$ cat src/rtl/sdz_div_stage.sv
// ----------------------------------------------------------------------------
// sdz_div_stage
// One quotient bit of a restoring divider, registered.
// ----------------------------------------------------------------------------
`timescale 1ns / 1ps

module sdz_div_stage #(
  parameter int DW     = 40,
  parameter int QW     = 16,
  parameter int SIDE_W = 20
) (
  input  logic              clk_i,
  input  logic              rst_ni,
  input  logic              en_i,
  input  logic              valid_i,
  input  logic [DW:0]       rem_i,
  input  logic [DW-1:0]     den_i,
  input  logic [QW-1:0]     quo_i,
  input  logic [SIDE_W-1:0] side_i,
  output logic              valid_o,
  output logic [DW:0]       rem_o,
  output logic [DW-1:0]     den_o,
  output logic [QW-1:0]     quo_o,
  output logic [SIDE_W-1:0] side_o
);

  logic        fit;
  logic [DW:0] rem_n;

  // Compare, subtract, then shift for the next bit
  always_comb begin
    fit   = rem_i >= {1'b0, den_i};
    rem_n = fit ? (rem_i - {1'b0, den_i}) : rem_i;
  end

  always_ff @(posedge clk_i or negedge rst_ni) begin
    if (!rst_ni) begin
      valid_o <= 1'b0;
    end else if (en_i) begin
      valid_o <= valid_i;
    end
  end

  always_ff @(posedge clk_i) begin
    if (en_i) begin
      rem_o  <= {rem_n[DW-1:0], 1'b0};
      den_o  <= den_i;
      quo_o  <= {quo_i[QW-2:0], fit};
      side_o <= side_i;
    end
  end

endmodule

$ cat config.mk
export PLATFORM = sky130hd
export DESIGN_NAME = sdz_div_stage
export DESIGN_NICKNAME = d
export VERILOG_FILES = /design/src/rtl/sdz_div_stage.sv
export SDC_FILE = /design/constraint.sdc
export NUM_CORES = 1
export LEC_CHECK = 0
export BUFFER_PORTS_ARGS = -buffer_cell sky130_fd_sc_hd__buf_2
export CAP_MARGIN = 20
export CELL_PAD_IN_SITES_DETAIL_PLACEMENT = 1
export CELL_PAD_IN_SITES_GLOBAL_PLACEMENT = 1
export CORE_MARGIN = 5
export CORE_UTILIZATION = 35
export CTS_CLUSTER_DIAMETER = 100
export DETAILED_ROUTE_END_ITERATION = 6
export PLACE_DENSITY_LB_ADDON = 0.1
export SKIP_CTS_REPAIR_TIMING = 1
export SLEW_MARGIN = 10
export SYNTH_ARGS = -nofsm -noshare
export SYNTH_HDL_FRONTEND = slang
export SYNTH_SLANG_ARGS = --single-unit
$ cat constraint.sdc
create_clock -name clk_i -period 0.9 [get_ports clk_i]
set_clock_uncertainty 0.2 [all_clocks]
set_input_delay 0.18 -clock clk_i [delete_from_list [all_inputs] [get_ports clk_i]]
set_output_delay 0.18 -clock clk_i [all_outputs]
set_load 0.01 [all_outputs]
==> results.md <==
- Status: finished with violations
- Failing checks: hold timing, setup timing
- Initial antenna violation count: 1
- Number of port buffers: 236
- Worst min-delay path class: primary input to flip-flop
- Clock Path Buffers: 2
- Final hold vios: 44
- Antenna Nets Post-Route: 0
- Synth Register Bits: 117
- Initial Utilization: 0.357
- Minimum clock period: 2490 ps
- Mapped cell area: 6730 um2
- Top_reg_cell synth: edfxtp_1
- P per Cell Area: 1720 nW/um2
- Drt pass-1 iters: 7
- Combinational power share: 0.308
- Clock Tree Root: clkbuf_16
- Asr flop ratio synth: 0.00855
- Unrepaired setup endpoints after global routing: true
- Worst VDD drop: 0.00136 V
- Vias: 7053
- Leakage: 5.23 nW
- CP Buf/Inv Count: 4
- EDFF count, synth: 116
- Sequential-to-total area share from yosys stat: 0.522
- Sw Ratio: 0.314
- Crit path largest cell delay: 300 ps
- Delay-heaviest family, CP: compound AO/OA/AOI/OAI gates
- Mean Syn Cell Area: 10.8 um2
- Drt initial violations: 304
- CTS tree: done
- Crit path top cell by count: buf_4
- CP Launch Type: primary input
- Ports: 239
- Post-synthesis net count: 787
- Vias in the first global route: 6982
- Vias per inst: 5.08
- Clock power share: 0.354
- CORE AREA: 18800 um2
- First-pass GRT wire length: 37000 um
- Switch Pwr: 6.42 mW
- CP max-delay cell: xor2_1
- Critical Path AT: 2440 ps
- Internal: 14.0 mW
- Top cell type's share of synthesized area: 0.518
- Nets: 1278
- # setup viols final: 161
- Worst-path maximum fanout: 4
- Top cells by area, synth: edfxtp_1 52%, ha_1 7.4%, nand2_1 4.0%
- Post-DP HPWL: 19200 um
- CP required: 850 ps
- Clk slew on worst S/H paths: 60 ps
- Placement row count: 50
- Worst path cell trace: buf_6 -> ha_4 -> buf_4 -> a21o_1 -> a21oi_2 -> buf_4 -> buf_4 -> nand2_1 -> a21o_1 -> a21oi_1 -> xor2_1 -> o21ai_0
- Final Cycle Share: 2.77
- YS warnings: 0
- Fin. max-slew vios: 0
- Grt total ovfl: 0
- Die Footprint: 22100 um2
- FMAX: 401 MHz
- Hold Worst Slack: -264 ps
- Drt total wl: 29800 um
- Slew @ Worst Pin: 567 ps
- Area growth from synthesis to layout: 76.6%
- H-tree levels: 4
- Area leader, netlist: edfxtp_1
- Num CTS Buffers: 17
- Sequential share of power: 0.338
- Fraction of layout cells with a size suffix above 1: 0.527
- Final worst setup slack: -1590 ps
- Max Cap Viol: 0
- Post-synthesis cell count: 625
- Die height: 149 um
- Chip width: 149 um
- Total power: 20.4 mW
- Crit Path Category: primary input to flip-flop
- DR WL/cell: 21.5 um
- Setup crit end kind: flip-flop
- Post-synthesis cell type count: 67
- Relative slew slack: 0.617
- Largest net degree at the start of global routing: 48
- DP Cell Count: 1268
- Clock net sink count: 117
- Non-Filler Instances: 1389
- Clock Latency Late Sink: 420 ps
- Antenna cells: 0
- Placer Congestion: 0.865
- DRC violations left: 0
- Total GRT Usage: 0.211
placed cells by master (no fill, tap or decap), types with 20 or more instances in the layout:
cell type and count:
buf_4 188, buf_2 220, nand2_1 61, ha_4 25, o21ai_0 35, inv_1 38, clkbuf_16 20, a21oi_1 21
edfxtp_1 116, dlygate4sd3_1 67, nor2_1 27
registers in the layout, indices dropped and copies added (netlist names):
signal and count:
quo_o 16, rem_o 40, valid_o 1, side_o 20, den_o 40
path summary, 6_finish.rpt:
check                          start         to  slack [ps]  cells past startpoint
setup / recovery            rem_i[3]   rem_o[8]       -1590                     12
hold / removal             den_i[12]  den_o[12]        -260                      1
setup reg to reg             valid_o    valid_o         -50                      1
hold reg to reg              valid_o    valid_o         320                      1
max in group asynchronous     rst_ni    valid_o         520                      2
min in group asynchronous     rst_ni    valid_o        -100                      2
layout make-up:
cell class,count,area [um2]
inverters,53,231
clock inverters,15,179
flip-flops and latches,117,3510
repair buffers,507,3650
multi-input cells,420,3560
clock buffers,17,425
fillers,2074,6960
well taps,260,325
metrics by stage:
step | hold slack (ps) | cell area (um2) | setup WS [ps] | TNS (ps) | utilization
6_report | -264 | 11900 | -1590 | -107530 | 0.631
5_1_grt | -274 | 11900 | -1590 | -114610 | 0.631
4_1_cts | -691 | 10300 | -1710 | -115340 | 0.548
3_5_place_dp | -244 | 9710 | -2120 | -109120 | 0.515
3_3_place_gp | -246 | 9710 | -2040 | -104530 | 0.515
2_1_floorplan | -316 | 7050 | -1560 | -59940 | -
kinds of logic (layout without fill, tap and decap cells):
| family | count (synthesis) | in the layout | synth area share |
|---|---|---|---|
| AOI/OAI and AO/OA | 172 | 172 | 0.165 |
| xor gates and xnor gates | 34 | 34 | 0.0443 |
| adders and majority gates | 41 | 41 | 0.0774 |
| buffers and inverters | 88 | 592 | 0.0605 |
| DFF | 117 | 117 | 0.522 |
| muxes | 7 | 7 | 0.0110 |
| other | 1 | 1 | 0.000558 |
| and+or+nand+nor | 165 | 165 | 0.119 |
power by group through the flow:
stage                     clock [mW]  combinational (mW)  sequential (mW)
after detailed placement           0                5.09             6.99
final                           7.23                6.30             6.90
after global placement             0                4.98             6.97
after global routing            7.61                6.71             6.95
after floorplan                    0                2.20             7.31
after CTS                       7.26                5.14             6.89
per-layer routing:
layer | share of wire | wire, um | vias to the layer above | track usage
met2 | 0.54 | 16200 | 231 | 0.394
met4 | 0.023 | 681 | 2 | 0.0420
met5 | 0.00030 | 9 | - | 0
met3 | 0.054 | 1600 | 51 | 0.0545
met1 | 0.38 | 11300 | 3496 | 0.244
li1 | - | - | 3273 | -
cell usage after synthesis (3+ instances only):
library cell and number:
a211oi_1 4, nor4_1 5, clkbuf_1 15, nand3_1 13, buf_6 3, o221ai_1 3
mux2_2 3, xor2_1 16, o211ai_1 5, xnor2_1 18, nand2_1 71, a21oi_1 40
o21ai_0 52, edfxtp_1 116, o21a_1 8, nand4_1 16, nand2b_1 4, nor2b_1 6
a31oi_1 7, nor2_1 30, inv_1 52, buf_2 4, o21ai_1 4, ha_1 40
a21oi_2 4, clkbuf_2 3, and3_1 3, o21bai_1 5, mux2i_1 4, buf_4 9
nor3_1 5, a21o_1 13
Power figures use the tool's default switching activity.
