[src/rtl/sdz_sqrt_stage.sv]
// ----------------------------------------------------------------------------
// sdz_sqrt_stage
// One root bit of a restoring square root, registered.
// ----------------------------------------------------------------------------
`timescale 1ns / 1ps

module sdz_sqrt_stage #(
  parameter int SQW    = 48,
  parameter int RW     = 24,
  parameter int SIDE_W = 35
) (
  input  logic              clk_i,
  input  logic              rst_ni,
  input  logic              en_i,
  input  logic              valid_i,
  input  logic [SQW-1:0]    v_i,
  input  logic [RW+1:0]     rem_i,
  input  logic [RW-1:0]     root_i,
  input  logic [SIDE_W-1:0] side_i,
  output logic              valid_o,
  output logic [SQW-1:0]    v_o,
  output logic [RW+1:0]     rem_o,
  output logic [RW-1:0]     root_o,
  output logic [SIDE_W-1:0] side_o
);

  logic [RW+3:0] rem_c, trial, rem_n;
  logic          fit;

  // Bring down two bits and try the next root bit
  always_comb begin
    rem_c = {rem_i, v_i[SQW-1 -: 2]};
    trial = (RW+4)'({root_i, 2'b01});
    fit   = rem_c >= trial;
    rem_n = fit ? (rem_c - trial) : rem_c;
  end

  always_ff @(posedge clk_i or negedge rst_ni) begin
    if (!rst_ni) begin
      valid_o <= 1'b0;
    end else if (en_i) begin
      valid_o <= valid_i;
    end
  end

  always_ff @(posedge clk_i) begin
    if (en_i) begin
      v_o    <= v_i << 2;
      rem_o  <= rem_n[RW+1:0];
      root_o <= {root_i[RW-2:0], fit};
      side_o <= side_i;
    end
  end

endmodule

[config.mk]
export PLATFORM = sky130hd
export DESIGN_NAME = sdz_sqrt_stage
export DESIGN_NICKNAME = d
export VERILOG_FILES = /design/src/rtl/sdz_sqrt_stage.sv
export SDC_FILE = /design/constraint.sdc
export NUM_CORES = 1
export LEC_CHECK = 0
export ABC_AREA = 1
export BUFFER_PORTS_ARGS = -buffer_cell sky130_fd_sc_hd__buf_2
export CAP_MARGIN = 20
export CORE_MARGIN = 5
export CORE_UTILIZATION = 30
export DETAILED_ROUTE_END_ITERATION = 7
export PLACE_DENSITY = 0.55
export SLEW_MARGIN = 40
export SYNTH_ARGS = -nofsm -noshare
export SYNTH_HDL_FRONTEND = slang
export SYNTH_SLANG_ARGS = --single-unit
[constraint.sdc]
create_clock -name clk_i -period 1 [get_ports clk_i]
set_clock_uncertainty 0.05 [all_clocks]
set_input_delay 0.2 -clock clk_i [delete_from_list [all_inputs] [get_ports clk_i]]
set_output_delay 0.2 -clock clk_i [all_outputs]
set_load 0.1 [all_outputs]
==> impl_metrics.prom <==
# TYPE chip_impl_metric gauge
chip_impl_metric{name="power.total",unit="uW"} 22200
chip_impl_metric{name="end_of_flow_core_utilization",unit="%"} 62.7
chip_impl_metric{name="total_leakage_power",unit="uW"} 0.00606
chip_impl_info{name="synth_top_family_by_area",value="simple AND/OR/NAND/NOR gates"} 1
chip_impl_metric{name="detail-route-antenna-nets",unit=""} 0
chip_impl_info{name="synth.top_cells.by_area",value="sky130_fd_sc_hd__edfxtp_1 62%, sky130_fd_sc_hd__nand2_1 12%, sky130_fd_sc_hd__inv_1 7.3%, sky130_fd_sc_hd__ha_1 5.1%, sky130_fd_sc_hd__nand3_1 2.1%"} 1
chip_impl_metric{name="die_area",unit="sq um"} 24300
chip_impl_metric{name="setup-violations-final",unit=""} 159
chip_impl_metric{name="floorplan.rows",unit=""} 53
chip_impl_metric{name="worst-endpoint-arrival",unit="ns"} 1.66
chip_impl_info{name="yosysTopAreaCell",value="sky130_fd_sc_hd__edfxtp_1"} 1
chip_impl_metric{name="core_box_area",unit="sq um"} 21000
chip_impl_metric{name="synthesized_flop_and_latch_total",unit=""} 132
chip_impl_metric{name="global_route.overflow_total",unit=""} 0
chip_impl_metric{name="met3_usage",unit="%"} 5.30
chip_impl_metric{name="clock_tree.htree_level_count",unit=""} 4
chip_impl_metric{name="hold_viol",unit=""} 0
chip_impl_info{name="unrepaired_setup_endpoints_after_global_routing",value="true"} 1
chip_impl_metric{name="synth-edff-count",unit=""} 131
chip_impl_info{name="cp-startpoint",value="rem_i[21]"} 1
chip_impl_metric{name="drt_drc_violations_left",unit=""} 0
chip_impl_metric{name="synth_largest_type_area_fraction",unit="%"} 61.6
chip_impl_metric{name="synthesis.yosys.warnings",unit=""} 0
chip_impl_metric{name="postSynthCellCount",unit=""} 635
chip_impl_metric{name="drv_cap",unit=""} 0
chip_impl_info{name="timing.critical_path.to",value="rem_o[9]"} 1
chip_impl_metric{name="required",unit="ns"} 1.11
chip_impl_metric{name="netlist_area",unit="sq um"} 6390
chip_impl_metric{name="synth_cell_type_count",unit=""} 32
chip_impl_metric{name="placement.io_buffers",unit=""} 268
chip_impl_info{name="synth_top_flop_cell",value="sky130_fd_sc_hd__edfxtp_1"} 1
chip_impl_metric{name="ctsLongestPathBuffers",unit=""} 2
chip_impl_metric{name="post-dp-hpwl",unit="um"} 18100
chip_impl_info{name="timing.rr.end",value="valid_o"} 1
chip_impl_info{name="critical_path.startpoint_type",value="primary input"} 1
chip_impl_metric{name="fraction_of_the_mapped_netlist_area_in_adder_cells",unit="%"} 5.09
chip_impl_metric{name="wl_per_cell",unit="um"} 17.5
chip_impl_metric{name="max_freq",unit="MHz"} 647
chip_impl_metric{name="routed-via-count",unit=""} 6083
chip_impl_metric{name="antenna_found_initial",unit=""} 2
chip_impl_info{name="cts_root_buffer",value="sky130_fd_sc_hd__clkbuf_16"} 1
chip_impl_metric{name="path_clk_slew",unit="ns"} 0.06
chip_impl_metric{name="vdd_drop_max",unit="uV"} 1290
chip_impl_metric{name="floorplan.io_pins",unit=""} 271
chip_impl_info{name="regToRegStartpoint",value="valid_o"} 1
chip_impl_metric{name="numClockSinks",unit=""} 132
chip_impl_metric{name="postSynthAreaPerCell",unit="sq um"} 10.1
chip_impl_metric{name="grt_start_max_net_pins",unit=""} 33
chip_impl_metric{name="cts-buffers-inserted",unit=""} 17
chip_impl_metric{name="grt_pass1_wl",unit="um"} 36800
chip_impl_metric{name="grt_use_met2",unit="%"} 35.0
chip_impl_metric{name="synth.yosys.seq_area_share",unit="%"} 62.0
chip_impl_metric{name="ff2ff_path_depth",unit=""} 1
chip_impl_metric{name="synthArstFlopShare",unit="%"} 0.758
chip_impl_metric{name="crit_path_max_fanout",unit=""} 7
chip_impl_metric{name="chipWidth",unit="um"} 156
chip_impl_metric{name="p_per_area",unit="nW/um^2"} 1690
chip_impl_info{name="failing_checks",value="setup timing"} 1
chip_impl_metric{name="drt-pass1-iter-count",unit=""} 4
chip_impl_metric{name="grt_util_all_layers",unit="%"} 19.9
chip_impl_info{name="timing.setup.critical_path_class",value="in2reg"} 1
chip_impl_metric{name="die-height",unit="um"} 156
chip_impl_metric{name="dpl_worst_slack",unit="ns"} -1.09
chip_impl_metric{name="initial_utilization",unit="%"} 30.4
chip_impl_metric{name="postRouteWirelength",unit="um"} 24500
chip_impl_metric{name="grt_util_met1",unit="%"} 24.0
chip_impl_metric{name="post-route-min-period",unit="ns"} 1.55
chip_impl_metric{name="synth.mux.area_fraction",unit="%"} 0.176
chip_impl_metric{name="globalplace.congestion",unit=""} 0.942
chip_impl_metric{name="layout.nets",unit=""} 1272
chip_impl_metric{name="synth_simple_gate_area_share",unit="%"} 19.7
chip_impl_metric{name="clkLatencyLatePin",unit="ns"} 0.42
chip_impl_info{name="highest_utilization_routing_layer_at_the_global_route_stage",value="met2"} 1
chip_impl_info{name="status",value="finished, violations left"} 1
chip_impl_metric{name="finalCritPeriodShare",unit="%"} 155
chip_impl_metric{name="finalWorstSetupSlack",unit="ns"} -0.546
chip_impl_metric{name="post_detailed_route_via_to_cell_ratio",unit=""} 4.35
chip_impl_info{name="timing.critical_path.to_type",value="register"} 1
chip_impl_info{name="tritoncts",value="built"} 1
chip_impl_metric{name="timing.reg2reg.setup_slack",unit="ns"} 0.09
chip_impl_metric{name="synth-compound-area-share",unit="%"} 2.84
chip_impl_metric{name="detailedRoute.firstIterationViolations",unit=""} 250
chip_impl_metric{name="first_global_vias",unit=""} 6329
chip_impl_info{name="min_path_type",value="in2async"} 1
chip_impl_metric{name="finalMaxSlewViolations",unit=""} 0
chip_impl_metric{name="post_synth_xor_area_fraction",unit="%"} 1.78
chip_impl_metric{name="syn_to_final_growth",unit="%"} 106
chip_impl_metric{name="fraction_of_final_layout_cells_sized_beyond_drive_strength_1",unit="%"} 47.4
==> sequential cells by signal, summed over array words and instances, names as in the netlist <==
name	cells
side_o	35
valid_o	1
v_o	46
rem_o	26
root_o	24
==> cells in the mapped netlist (2+ instances only) <==
| library cell | n |
|---|---|
| sky130_fd_sc_hd__buf_4 | 2 |
| sky130_fd_sc_hd__edfxtp_1 | 131 |
| sky130_fd_sc_hd__nand3_1 | 27 |
| sky130_fd_sc_hd__buf_6 | 2 |
| sky130_fd_sc_hd__nand3_2 | 3 |
| sky130_fd_sc_hd__inv_1 | 125 |
| sky130_fd_sc_hd__o21bai_1 | 3 |
| sky130_fd_sc_hd__clkbuf_1 | 3 |
| sky130_fd_sc_hd__buf_2 | 2 |
| sky130_fd_sc_hd__ha_1 | 26 |
| sky130_fd_sc_hd__nand4_1 | 20 |
| sky130_fd_sc_hd__a21oi_1 | 14 |
| sky130_fd_sc_hd__o21ai_0 | 13 |
| sky130_fd_sc_hd__nor2_1 | 27 |
| sky130_fd_sc_hd__nand2_1 | 203 |
| sky130_fd_sc_hd__nand3b_1 | 4 |
| sky130_fd_sc_hd__xor2_1 | 12 |
| sky130_fd_sc_hd__nor2_2 | 2 |
| sky130_fd_sc_hd__nand2_2 | 3 |
==> cell families after synthesis <==
kind of cell,Yosys count
mux,1
xor+xnor,13
fa+ha+maj,26
flops,132
simple gates,294
buf+inv,136
compound gates,32
other cells,1
==> cells in the final DEF (no fill, tap or decap), drive strengths merged <==
cell         synthesis  routed
nor3                 1       1
clkinvlp             0       3
inv                126     135
a21o                 1       1
nand3               30      30
o21bai               3       3
ha                  26      26
clkbuf               4      18
nor4                 1       1
nand2              206     206
nand3b               4       4
buf                  6     358
mux2                 1       1
nor2                30      30
xor2                12      12
nand4               20      20
and2                 1       1
dfrtp                1       1
conb                 1       2
o21ai               13      13
a21oi               15      15
edfxtp             131     131
diode                0       1
nor3b                1       1
xnor2                1       1
dlygate4sd3          0     105
clkinv               0       3
==> routing by layer <==
layer | share of wire, % | vias up
met3 | 7.3 | 31
met4 | 2.3 | 2
li1 | - | 3012
met1 | 40 | 2832
met2 | 51 | 206
met5 | 0.053 | -
==> critical path, cell delays in order <==
cell and delay [ns]:
sky130_fd_sc_hd__buf_2 0.13, sky130_fd_sc_hd__ha_4 0.27, sky130_fd_sc_hd__nand2_4 0.08, sky130_fd_sc_hd__inv_1 0.04
sky130_fd_sc_hd__nand2_1 0.06, sky130_fd_sc_hd__nand2_2 0.06, sky130_fd_sc_hd__nand2_2 0.06, sky130_fd_sc_hd__nand2_2 0.07
sky130_fd_sc_hd__a21oi_4 0.16, sky130_fd_sc_hd__nand3_4 0.12, sky130_fd_sc_hd__buf_12 0.16, sky130_fd_sc_hd__clkbuf_16 0.15
sky130_fd_sc_hd__nand2_2 0.05, sky130_fd_sc_hd__o21ai_1 0.06
==> power by group <==
part / switching, uW / total [uW] / internal, uW
Sequential: 435 / 7170 / 6740
Clock: 2740 / 6010 / 3280
Combinational: 5570 / 9060 / 3490
Total: 8740 / 22200 / 13500
==> metrics by stage <==
| step | setup TNS, ns | hold WS [ns] | std cells | instance area (sq um) |
|---|---|---|---|---|
| final | -51.08 | 0.0254 | 1398 | 13200 |
| after global routing | -57.55 | 0.0182 | 1398 | 13200 |
| after CTS | -53.57 | 0.0135 | 1389 | 12900 |
| after detailed placement | -27.88 | -0.0728 | 1241 | 11000 |
| after global placement | -26.44 | -0.0747 | 1241 | 11000 |
| after floorplan | -39.58 | -0.146 | 636 | 6770 |
==> final cells by class <==
| cell class | count | area [sq um] |
|---|---|---|
| clock buffer | 17 | 425 |
| timing repair buffer | 464 | 5260 |
| inverter | 126 | 495 |
| antenna | 1 | 2.50 |
| fill | 1616 | 7840 |
| clock inverter | 15 | 134 |
| sequential | 132 | 3960 |
| tap | 275 | 344 |
| multi-input combinational | 368 | 2560 |
==> worst min path at each step <==
| stage | from | endpoint | depth (start not counted) | slack, ns |
|---|---|---|---|---|
| final | rst_ni | valid_o | 2 | 0.03 |
| after CTS | root_i[19] | root_o[20] | 2 | 0.01 |
| after floorplan | rst_ni | valid_o | 0 | -0.15 |
| after global placement | rst_ni | valid_o | 1 | -0.07 |
| after detailed placement | rst_ni | valid_o | 1 | -0.07 |
| after global routing | root_i[19] | root_o[20] | 2 | 0.02 |
==> repair_timing <==
item	4_1_cts	5_1_grt
setup endpoints to repair	159	159
hold endpoints to repair	105	0
buffers inserted	10	8
gates resized for setup	49	89
hold buffers	105	0
pin swaps	4	22
gates cloned	2	1
No activity file was read; power rests on OpenSTA's default activity.
