File: config.mk
export PLATFORM = sky130hd
export DESIGN_NAME = sdz_front
export DESIGN_NICKNAME = d
export VERILOG_FILES = /design/src/rtl/sdz_pkg.sv /design/src/rtl/sdz_front.sv
export SDC_FILE = /design/constraint.sdc
export NUM_CORES = 1
export LEC_CHECK = 0
export BUFFER_PORTS_ARGS = -buffer_cell sky130_fd_sc_hd__clkbuf_2
export CORE_MARGIN = 3
export CORE_UTILIZATION = 55
export CTS_BUF_LIST = sky130_fd_sc_hd__clkbuf_2
export CTS_CLUSTER_SIZE = 16
export DETAILED_ROUTE_END_ITERATION = 12
export GPL_TIMING_DRIVEN = 1
export PLACE_DENSITY = 0.78
export REMOVE_ABC_BUFFERS = 1
export SYNTH_ARGS = -nofsm -noshare
export SYNTH_HDL_FRONTEND = slang
export SYNTH_SLANG_ARGS = --single-unit
File: constraint.sdc
create_clock -name clk_i -period 5.95 [get_ports clk_i]
set_input_delay 0.595 -clock clk_i [delete_from_list [all_inputs] [get_ports clk_i]]
set_output_delay 0.595 -clock clk_i [all_outputs]
set_load 0.01 [all_outputs]
File: src/rtl/sdz_pkg.sv
// ----------------------------------------------------------------------------
// sdz_pkg
// Codes and constants shared by the dead zone conditioner modules.
// ----------------------------------------------------------------------------
`timescale 1ns / 1ps

package sdz_pkg;

  // Dead zone register width (unsigned Q0.15)
  localparam int DZ_W = 15;

  // Mode codes of the input word
  localparam logic [1:0] MODE_NONE   = 2'd0;
  localparam logic [1:0] MODE_RADIAL = 2'd1;
  localparam logic [1:0] MODE_AXIAL  = 2'd2;

  // Configuration register indexes
  localparam logic REG_DEAD_ZONE    = 1'b0;
  localparam logic REG_STICK_SELECT = 1'b1;

  // Resolved handling of one word
  typedef enum logic [1:0] {
    KIND_PASS,
    KIND_AXIAL,
    KIND_RADIAL
  } kind_e;

endpackage

File: src/rtl/sdz_front.sv
// ----------------------------------------------------------------------------
// sdz_front
// Mode decode, axial result, squared length and low-length kill flag.
// Three register stages.
// ----------------------------------------------------------------------------
`timescale 1ns / 1ps

module sdz_front import sdz_pkg::*; #(
  parameter int N   = 16,
  parameter int EXT = 8
) (
  input  logic                     clk_i,
  input  logic                     rst_ni,
  input  logic                     en_i,
  input  logic                     valid_i,
  input  logic [N-1:0]             axis_i,
  input  logic [N-1:0]             linked_i,
  input  logic [1:0]               mode_i,
  input  logic [N-2:0]             dz_i,
  input  logic [2*N-3:0]           dzsq_i,
  input  logic                     stick_i,
  output logic                     valid_o,
  output logic [2*N+2*EXT-1:0]     v_o,
  output logic [2*N+2:0]           side_o
);

  localparam int SQW = 2 * N + 2 * EXT;

  kind_e          kind;
  logic [N-1:0]   ax_d, ay_d, simple_d;

  logic           a_valid_q, b_valid_q, c_valid_q;
  logic [N-1:0]   a_ax_q, a_ay_q, a_simple_q, b_ax_q, b_simple_q, c_ax_q, c_simple_q;
  logic           a_neg_q, a_rad_q, b_neg_q, b_rad_q, c_neg_q, c_rad_q, c_kill_q;
  logic [2*N-1:0] b_sqx_q, b_sqy_q, len2, c_len2_q;

  // Resolve mode; code three acts as radial
  always_comb begin
    unique case (mode_i)
      MODE_NONE:  kind = KIND_PASS;
      MODE_AXIAL: kind = KIND_AXIAL;
      default:    kind = stick_i ? KIND_RADIAL : KIND_AXIAL;
    endcase
  end

  // Magnitudes and the non-radial result
  always_comb begin
    ax_d = axis_i[N-1] ? (~axis_i + N'(1)) : axis_i;
    ay_d = linked_i[N-1] ? (~linked_i + N'(1)) : linked_i;
    if (kind == KIND_AXIAL && ax_d < {1'b0, dz_i}) begin
      simple_d = '0;
    end else begin
      simple_d = axis_i;
    end
  end

  // Valid bits
  always_ff @(posedge clk_i or negedge rst_ni) begin
    if (!rst_ni) begin
      a_valid_q <= 1'b0;
      b_valid_q <= 1'b0;
      c_valid_q <= 1'b0;
    end else if (en_i) begin
      a_valid_q <= valid_i;
      b_valid_q <= a_valid_q;
      c_valid_q <= b_valid_q;
    end
  end

  assign len2 = b_sqx_q + b_sqy_q;

  // Payload: decode, square, sum
  always_ff @(posedge clk_i) begin
    if (en_i) begin
      a_ax_q     <= ax_d;
      a_ay_q     <= ay_d;
      a_neg_q    <= axis_i[N-1];
      a_rad_q    <= (kind == KIND_RADIAL);
      a_simple_q <= simple_d;

      b_sqx_q    <= a_ax_q * a_ax_q;
      b_sqy_q    <= a_ay_q * a_ay_q;
      b_ax_q     <= a_ax_q;
      b_neg_q    <= a_neg_q;
      b_rad_q    <= a_rad_q;
      b_simple_q <= a_simple_q;

      c_len2_q   <= len2;
      c_kill_q   <= (len2 < {2'b00, dzsq_i}) || (len2 == '0);
      c_ax_q     <= b_ax_q;
      c_neg_q    <= b_neg_q;
      c_rad_q    <= b_rad_q;
      c_simple_q <= b_simple_q;
    end
  end

  assign valid_o = c_valid_q;
  assign v_o     = SQW'(c_len2_q) << (2 * EXT);
  assign side_o  = {c_kill_q, c_rad_q, c_neg_q, c_ax_q, c_simple_q};

endmodule

==> results.py, run 1 <==
metrics = {
    "setup_path": {
        "cp_slowest_cell": "fa_1",
        "cp.required_ps": 6730,
        "r2r-end": "b_sqx_q[29]",
        "critical-path-top-delay-family": "adder cells",
        "path_class": "reg2reg",
        "critPathMaxFanout": 2,
        "ff2ff_setup_slack_ps": -520,
        "arrival_ps": 7250,
        "cp-start-kind": "flop",
        "worst_setup_path_end_kind": "flop",
        "timing.rr.start": "a_ax_q[3]",
        "crit_buf_inv": 9,
        "max_stage_delay_ps": 540,
        "worstRegToRegCells": 26,
    },
    "global_routing": {
        "grtUsageTotal_pct": 24.2,
        "grt_pass1_vias": 19633,
        "grt_max_degree": 129,
        "grt_pass1_wl_mm": 91.3,
        "gr-total-overflow": 0,
        "antenna_found_initial": 2,
    },
    "timing": {
        "period_share_pct": 109,
        "max_freq_mhz": 154,
        "slew_headroom_pct": 32.5,
        "finalMaxSlewViolations": 0,
        "worst_pin_slew_ps": 1010,
        "rsz0062_at_grt": "yes",
        "period_needed_ps": 6470,
        "finalHoldViolCount": 0,
        "worst_slack_ps": -524,
        "skew_ps": 87.2,
        "setup_viol": 21,
    },
    "outcome": {
        "violations": "setup timing",
        "status": "complete, but fails checks",
    },
    "detailed_routing": {
        "post_drt_wl_per_cell_um": 16.5,
        "routed_wl_mm": 56.3,
        "first_pass_iters": 5,
        "viasPerCell": 5.34,
        "wl_met1_mm": 21.1,
        "met2_length_mm": 29.0,
        "drc": 0,
        "drtIter0Drc": 1277,
        "routed-wl-met3_mm": 4.20,
        "maxUsedRoutingLayer": "met4",
        "routed-via-count": 18235,
        "postRouteAntennaNets": 0,
    },
    "logic_synthesis": {
        "synth_fa_ha_area_share_pct": 41.1,
        "ys_seq_elements": 215,
        "synth-seq-area-share_pct": 26.6,
        "synth_edf_count": 212,
        "yosys-top-cells-count": "inv_1 (561), fa_1 (324), ha_1 (276)",
        "synth.distinct_cells": 66,
        "yosysTopAreaCellShare_pct": 26.8,
        "synth_top_area_cell": "fa_1",
        "ys.warnings.count": 0,
        "syn-instance-count": 2337,
        "synth_ff_type": "edfxtp_1",
        "synth.area.mux_share_pct": 0.320,
        "async_reset_ff_share_pct": 1.40,
        "synth_area_leaders": "fa_1 (27%), edfxtp_1 (26%), ha_1 (14%), inv_1 (8.7%), xnor2_1 (3.1%)",
        "synth_top_family_by_area": "adder cells",
        "syn_area_mm2": 0.0242,
        "avgSynthCellArea_um2": 10.4,
        "yosysMostFrequentCell": "inv_1",
        "synth_compound_area_share_pct": 7.70,
        "synthXorXnorAreaFrac_pct": 4.31,
        "synthSimpleGateAreaFrac_pct": 9.98,
    },
    "worst_hold_path": {
        "hold_path_end": "a_ay_q[3]",
        "min_from": "en_i",
        "worstHoldPathType": "in2reg",
        "worstHoldPathCells": 1,
    },
    "clock_tree": {
        "path_clk_slew_ps": 140,
        "cts_buffers": 55,
        "clock_sinks": 215,
        "clkLatencyLatePin_ps": 1070,
        "clockBufferDepth": 3,
        "cts_max_level": 2,
        "cts_root_buf": "clkbuf_2",
        "cts_tree": "yes",
    },
    "floorplanning": {
        "row_count": 76,
        "dieHeight_um": 216,
        "die_w_um": 216,
        "io_pins": 168,
        "core_mm2": 0.0433,
        "die-area_mm2": 0.0466,
        "initial_utilization_pct": 56.0,
    },
    "run": {
        "drv_cap": 0,
    },
    "cells_and_area": {
        "fin_nets": 3469,
        "multi_input_area_mm2": 0.0160,
        "area_growth_pct": 20.1,
        "drive_gt1_share_pct": 22.2,
        "fill_cells": 3103,
        "final_cells": 3417,
        "seq_area_mm2": 0.00644,
    },
    "placed_design": {
        "placed_cells": 3208,
        "place_congestion": 0.921,
        "port_buffers": 151,
        "dp_hpwl_mm": 42.5,
    },
}
==> per-stage QoR <==
stage | setup WS (ps) | utilization (%) | hold slack [ps] | setup TNS [ps] | area (µm²)
6_report | -524 | 67.2 | 189 | -5720 | 29100
5_1_grt | -761 | 67.2 | 173 | -10900 | 29100
3_5_place_dp | -548 | 62.1 | 398 | -5300 | 26900
2_1_floorplan | -585 | - | 299 | -2230 | 23900
4_1_cts | -452 | 65.9 | 135 | -3060 | 28500
3_3_place_gp | -458 | 62.1 | 391 | -3580 | 26900
==> worst max path at each step <==
stage	startpoint	to	slack, ps	cells after the start
finish	a_ax_q[3]	b_sqx_q[29]	-520	26
floorplan	a_ax_q[9]	b_sqx_q[30]	-590	24
global route	a_ax_q[3]	b_sqx_q[31]	-760	26
detailed placement	a_ax_q[9]	b_sqx_q[30]	-550	22
global placement	a_ax_q[3]	b_sqx_q[30]	-460	25
CTS	a_ax_q[2]	b_sqx_q[31]	-450	25
==> routing by layer <==
metal | up-vias | track usage, %
li1 | 8364 | -
met1 | 9101 | 29.2
met2 | 618 | 42.5
met3 | 152 | 5.63
met4 | 0 | 8.59
met5 | - | 0
==> cell families (layout without fill, tap and decap cells) <==
family                   after synthesis  after routing
other                                  1             19
buffers and inverters                627           1104
multiplexers                           7              7
AND/OR/NAND/NOR                      494            494
flip-flops                           215            215
adder cells (fa/ha/maj)              600            600
XOR/XNOR                             119            119
AO/OA/AOI/OAI                        274            274
==> cell type report <==
type                            count  share of cell area, %
Sequential cell                   215                   22.2
Timing Repair Buffer              442                   11.0
Clock inverter                     27                  0.628
Multi-Input combinational cell   1510                   55.1
Clock buffer                       74                   1.27
Inverter                          561                   7.26
Tap cell                          585                   2.52
Antenna cell                        3                 0.0258
==> cells in the final DEF (no fill, tap or decap), types with 12 or more instances in the layout <==
| cell type | synthesis | routed |
|---|---|---|
| ha_1 | 276 | 256 |
| fa_1 | 324 | 316 |
| clkbuf_2 | 0 | 224 |
| nand2_1 | 189 | 172 |
| xnor2_1 | 85 | 85 |
| nand2_2 | 0 | 14 |
| xor2_1 | 34 | 33 |
| edfxtp_1 | 212 | 212 |
| clkinv_1 | 0 | 17 |
| conb_1 | 1 | 16 |
| buf_6 | 0 | 36 |
| o21a_1 | 17 | 17 |
| a21oi_2 | 0 | 12 |
| nor2_1 | 72 | 66 |
| inv_1 | 561 | 538 |
| nor2b_1 | 15 | 13 |
| nand2b_1 | 15 | 15 |
| dlygate4sd3_1 | 0 | 44 |
| ha_4 | 0 | 18 |
| a21oi_1 | 74 | 62 |
| and2_1 | 105 | 98 |
| buf_4 | 19 | 208 |
| nor3_1 | 20 | 19 |
| a21o_1 | 47 | 47 |
| inv_2 | 0 | 21 |
| nand3_1 | 21 | 19 |
| o21ai_0 | 39 | 30 |
==> state kept, by name (all words and copies together), names as in the netlist, 16 cells and up <==
register / flops
c_simple_q: 16
b_sqx_q: 30
b_ax_q: 16
a_ay_q: 16
a_ax_q: 16
b_sqy_q: 31
b_simple_q: 16
c_len2_q: 32
a_simple_q: 16
c_ax_q: 16
==> timing repair <==
action | 4_1_cts | 5_1_grt
resized for setup | 108 | 85
pin swaps | 68 | 104
setup endpoints to repair | 24 | 31
setup buffers | 29 | 35
endpoints found under the hold margin | 53 | 0
hold buffers | 44 | 0
Power of run 1 is not shown: default switching activity piles up to over one toggle a cycle in this logic, so the estimate is an artifact.
==> run 2, diff against run 1 <==
PLACE_DENSITY = 0.75   (was 0.78)
clock period = 8.4 ns   (was 5.95 ns; I/O delays follow)
==> results.py, run 2 (synthesis gave the netlist of run 1 again) <==
metrics = {
    "cells_and_area": {
        "design_area_mm2": 0.0263,
        "top_register": "c_len2_q",
        "fin_nets": 3192,
        "fill_cells": 3506,
        "largest_reg_flops": 32,
        "layout_common_cells": "inv_1 (561), fa_1 (324), ha_1 (276)",
        "area_growth_pct": 8.54,
        "drive_gt1_share_pct": 10.5,
        "top_regs": "c_len2_q (32), b_sqy_q (31), b_sqx_q (30)",
        "final_common_cell": "inv_1",
        "seq_area_mm2": 0.00644,
        "multi_input_area_mm2": 0.0154,
    },
    "detailed_routing": {
        "routed_wl_mm": 49.6,
        "first_pass_iters": 6,
        "routed-via-count": 16781,
        "drc": 0,
        "postRouteAntennaNets": 0,
        "drtIter0Drc": 1000,
        "viasPerCell": 5.34,
        "post_drt_wl_per_cell_um": 15.8,
    },
    "floorplanning": {
        "core_mm2": 0.0433,
        "dieHeight_um": 216,
        "die_w_um": 216,
        "initial_utilization_pct": 56.0,
        "row_count": 76,
        "die-area_mm2": 0.0466,
        "io_pins": 168,
    },
    "timing": {
        "tns_ps": 0,
        "skew_ps": 59.5,
        "whs_ps": 113,
        "worst_pin_slew_ps": 1120,
        "setup_viol": 0,
        "finalHoldViolCount": 0,
        "finalMaxSlewViolations": 0,
        "max_freq_mhz": 141,
        "period_needed_ps": 7100,
        "rsz0062_at_grt": "no",
        "period_share_pct": 84.5,
        "slew_headroom_pct": 24.3,
    },
    "clock_tree": {
        "path_clk_slew_ps": 110,
        "cts-resized-gates": 0,
        "clkLatencyLatePin_ps": 1050,
        "clock_sinks": 215,
        "post-cts-setup-buffer-count": 0,
        "cts_buffers": 59,
        "cts_tree": "yes",
        "cts_root_buf": "clkbuf_2",
        "cts_max_level": 2,
        "clockBufferDepth": 3,
        "cts_hold_buf": 4,
    },
    "global_routing": {
        "grt_pass1_vias": 18162,
        "grt_pass1_wl_mm": 84.2,
        "grt_max_degree": 88,
        "grtUsageTotal_pct": 22.1,
        "gr-total-overflow": 0,
        "grt-busiest-layer": "met2",
        "grt_use_met3_pct": 4.39,
        "met2_usage_pct": 38.3,
        "grt_use_met1_pct": 28.1,
        "antenna_found_initial": 2,
    },
    "setup_path": {
        "ff2ff_setup_slack_ps": 1300,
        "critical-path-top-delay-family": "adder cells",
        "r2r-end": "b_sqx_q[30]",
        "worstRegToRegCells": 24,
        "critPathMaxFanout": 21,
        "crit_buf_inv": 6,
        "cp-start-kind": "flop",
        "timing.rr.start": "a_ax_q[1]",
        "path_depth": 24,
        "worst_setup_path_end_kind": "flop",
        "max_stage_delay_ps": 700,
        "cp.required_ps": 9190,
        "crit_chain": "and2_1 -> fa_1 -> inv_1 -> fa_1 -> inv_1 -> fa_1 -> inv_1 -> fa_1 -> inv_1 -> fa_1 -> inv_1 -> fa_1 -> inv_1 -> ha_1 -> a21o_1 -> a21o_1 -> a21oi_1 -> o21ai_0 -> a22o_1 -> a21o_1 -> a311o_1 -> a211o_1 -> a21oi_1 -> xnor2_1",
        "path_class": "reg2reg",
        "cp_slowest_cell": "edfxtp_1",
        "arrival_ps": 7890,
    },
    "worst_hold_path": {
        "worstHoldPathCells": 2,
        "worstHoldPathType": "in2reg",
        "hold_path_end": "a_rad_q",
        "min_from": "stick_i",
    },
    "outcome": {
        "status": "finished clean",
    },
    "placed_design": {
        "dp_hpwl_mm": 39.8,
        "port_buffers": 151,
        "place_congestion": 0.921,
        "dpl_cell_area_mm2": 0.0255,
    },
    "run": {
        "drv_cap": 0,
    },
}
## run 2: changes by cell type in the layout (fill, tap and decap cells not counted), moves of 12 or more
cell	previous run	this run
a21oi_1	62	74
nand2_2	14	0
a21oi_2	12	0
ha_1	256	276
ha_4	18	0
buf_4	208	6
inv_2	21	0
dlygate4sd3_1	44	4
buf_6	36	0
nand2_1	172	189
inv_1	538	561
## run 2: layout make-up
| type | instances | share of cell area, % |
|---|---|---|
| antenna | 2 | 0.0190 |
| clock buffer | 70 | 1.33 |
| clock inverter | 41 | 1.50 |
| inverter | 561 | 8.01 |
| multi-input combinational | 1510 | 58.6 |
| sequential | 215 | 24.5 |
| tap | 585 | 2.79 |
| timing repair buffer | 161 | 3.23 |
## run 2: worst reg2reg max path, cell delays in order, from the launching register on
cell      delay, ps
edfxtp_1        700
and2_1          300
fa_1            490
inv_1            60
fa_1            540
inv_1            50
fa_1            500
inv_1            50
fa_1            530
inv_1            50
fa_1            480
inv_1            50
fa_1            470
inv_1            40
ha_1            340
a21o_1          180
a21o_1          180
a21oi_1         200
o21ai_0         190
a22o_1          300
a21o_1          220
a311o_1         410
a211o_1         270
a21oi_1         170
xnor2_1          80
## run 2: worst max path at each step
| stage | start | endpoint | slack [ps] |
|---|---|---|---|
| floorplan | a_ax_q[9] | b_sqx_q[30] | 1860 |
| global placement | a_ax_q[2] | b_sqx_q[30] | 1460 |
| detailed placement | a_ax_q[1] | b_sqx_q[30] | 1330 |
| CTS | a_ax_q[1] | b_sqx_q[30] | 1310 |
| global route | a_ax_q[3] | b_sqx_q[30] | 1000 |
| finish | a_ax_q[1] | b_sqx_q[30] | 1300 |
## run 2: stage by stage
stage	setup slack [ps]	cells	util [%]
6_report	1300	3145	60.7
5_1_grt	996	3145	60.7
4_1_cts	1310	3143	60.7
3_5_place_dp	1330	3028	58.9
3_3_place_gp	1460	3028	58.9
2_1_floorplan	1860	2286	-
## run 2: layer usage
layer / up-vias / part of all wire (%)
met4: 0 / 2.4
met2: 469 / 51
li1: 7819 / -
met1: 8388 / 41
met3: 105 / 6.3
met5: - / 0
Power of run 2 is left out for the same reason.
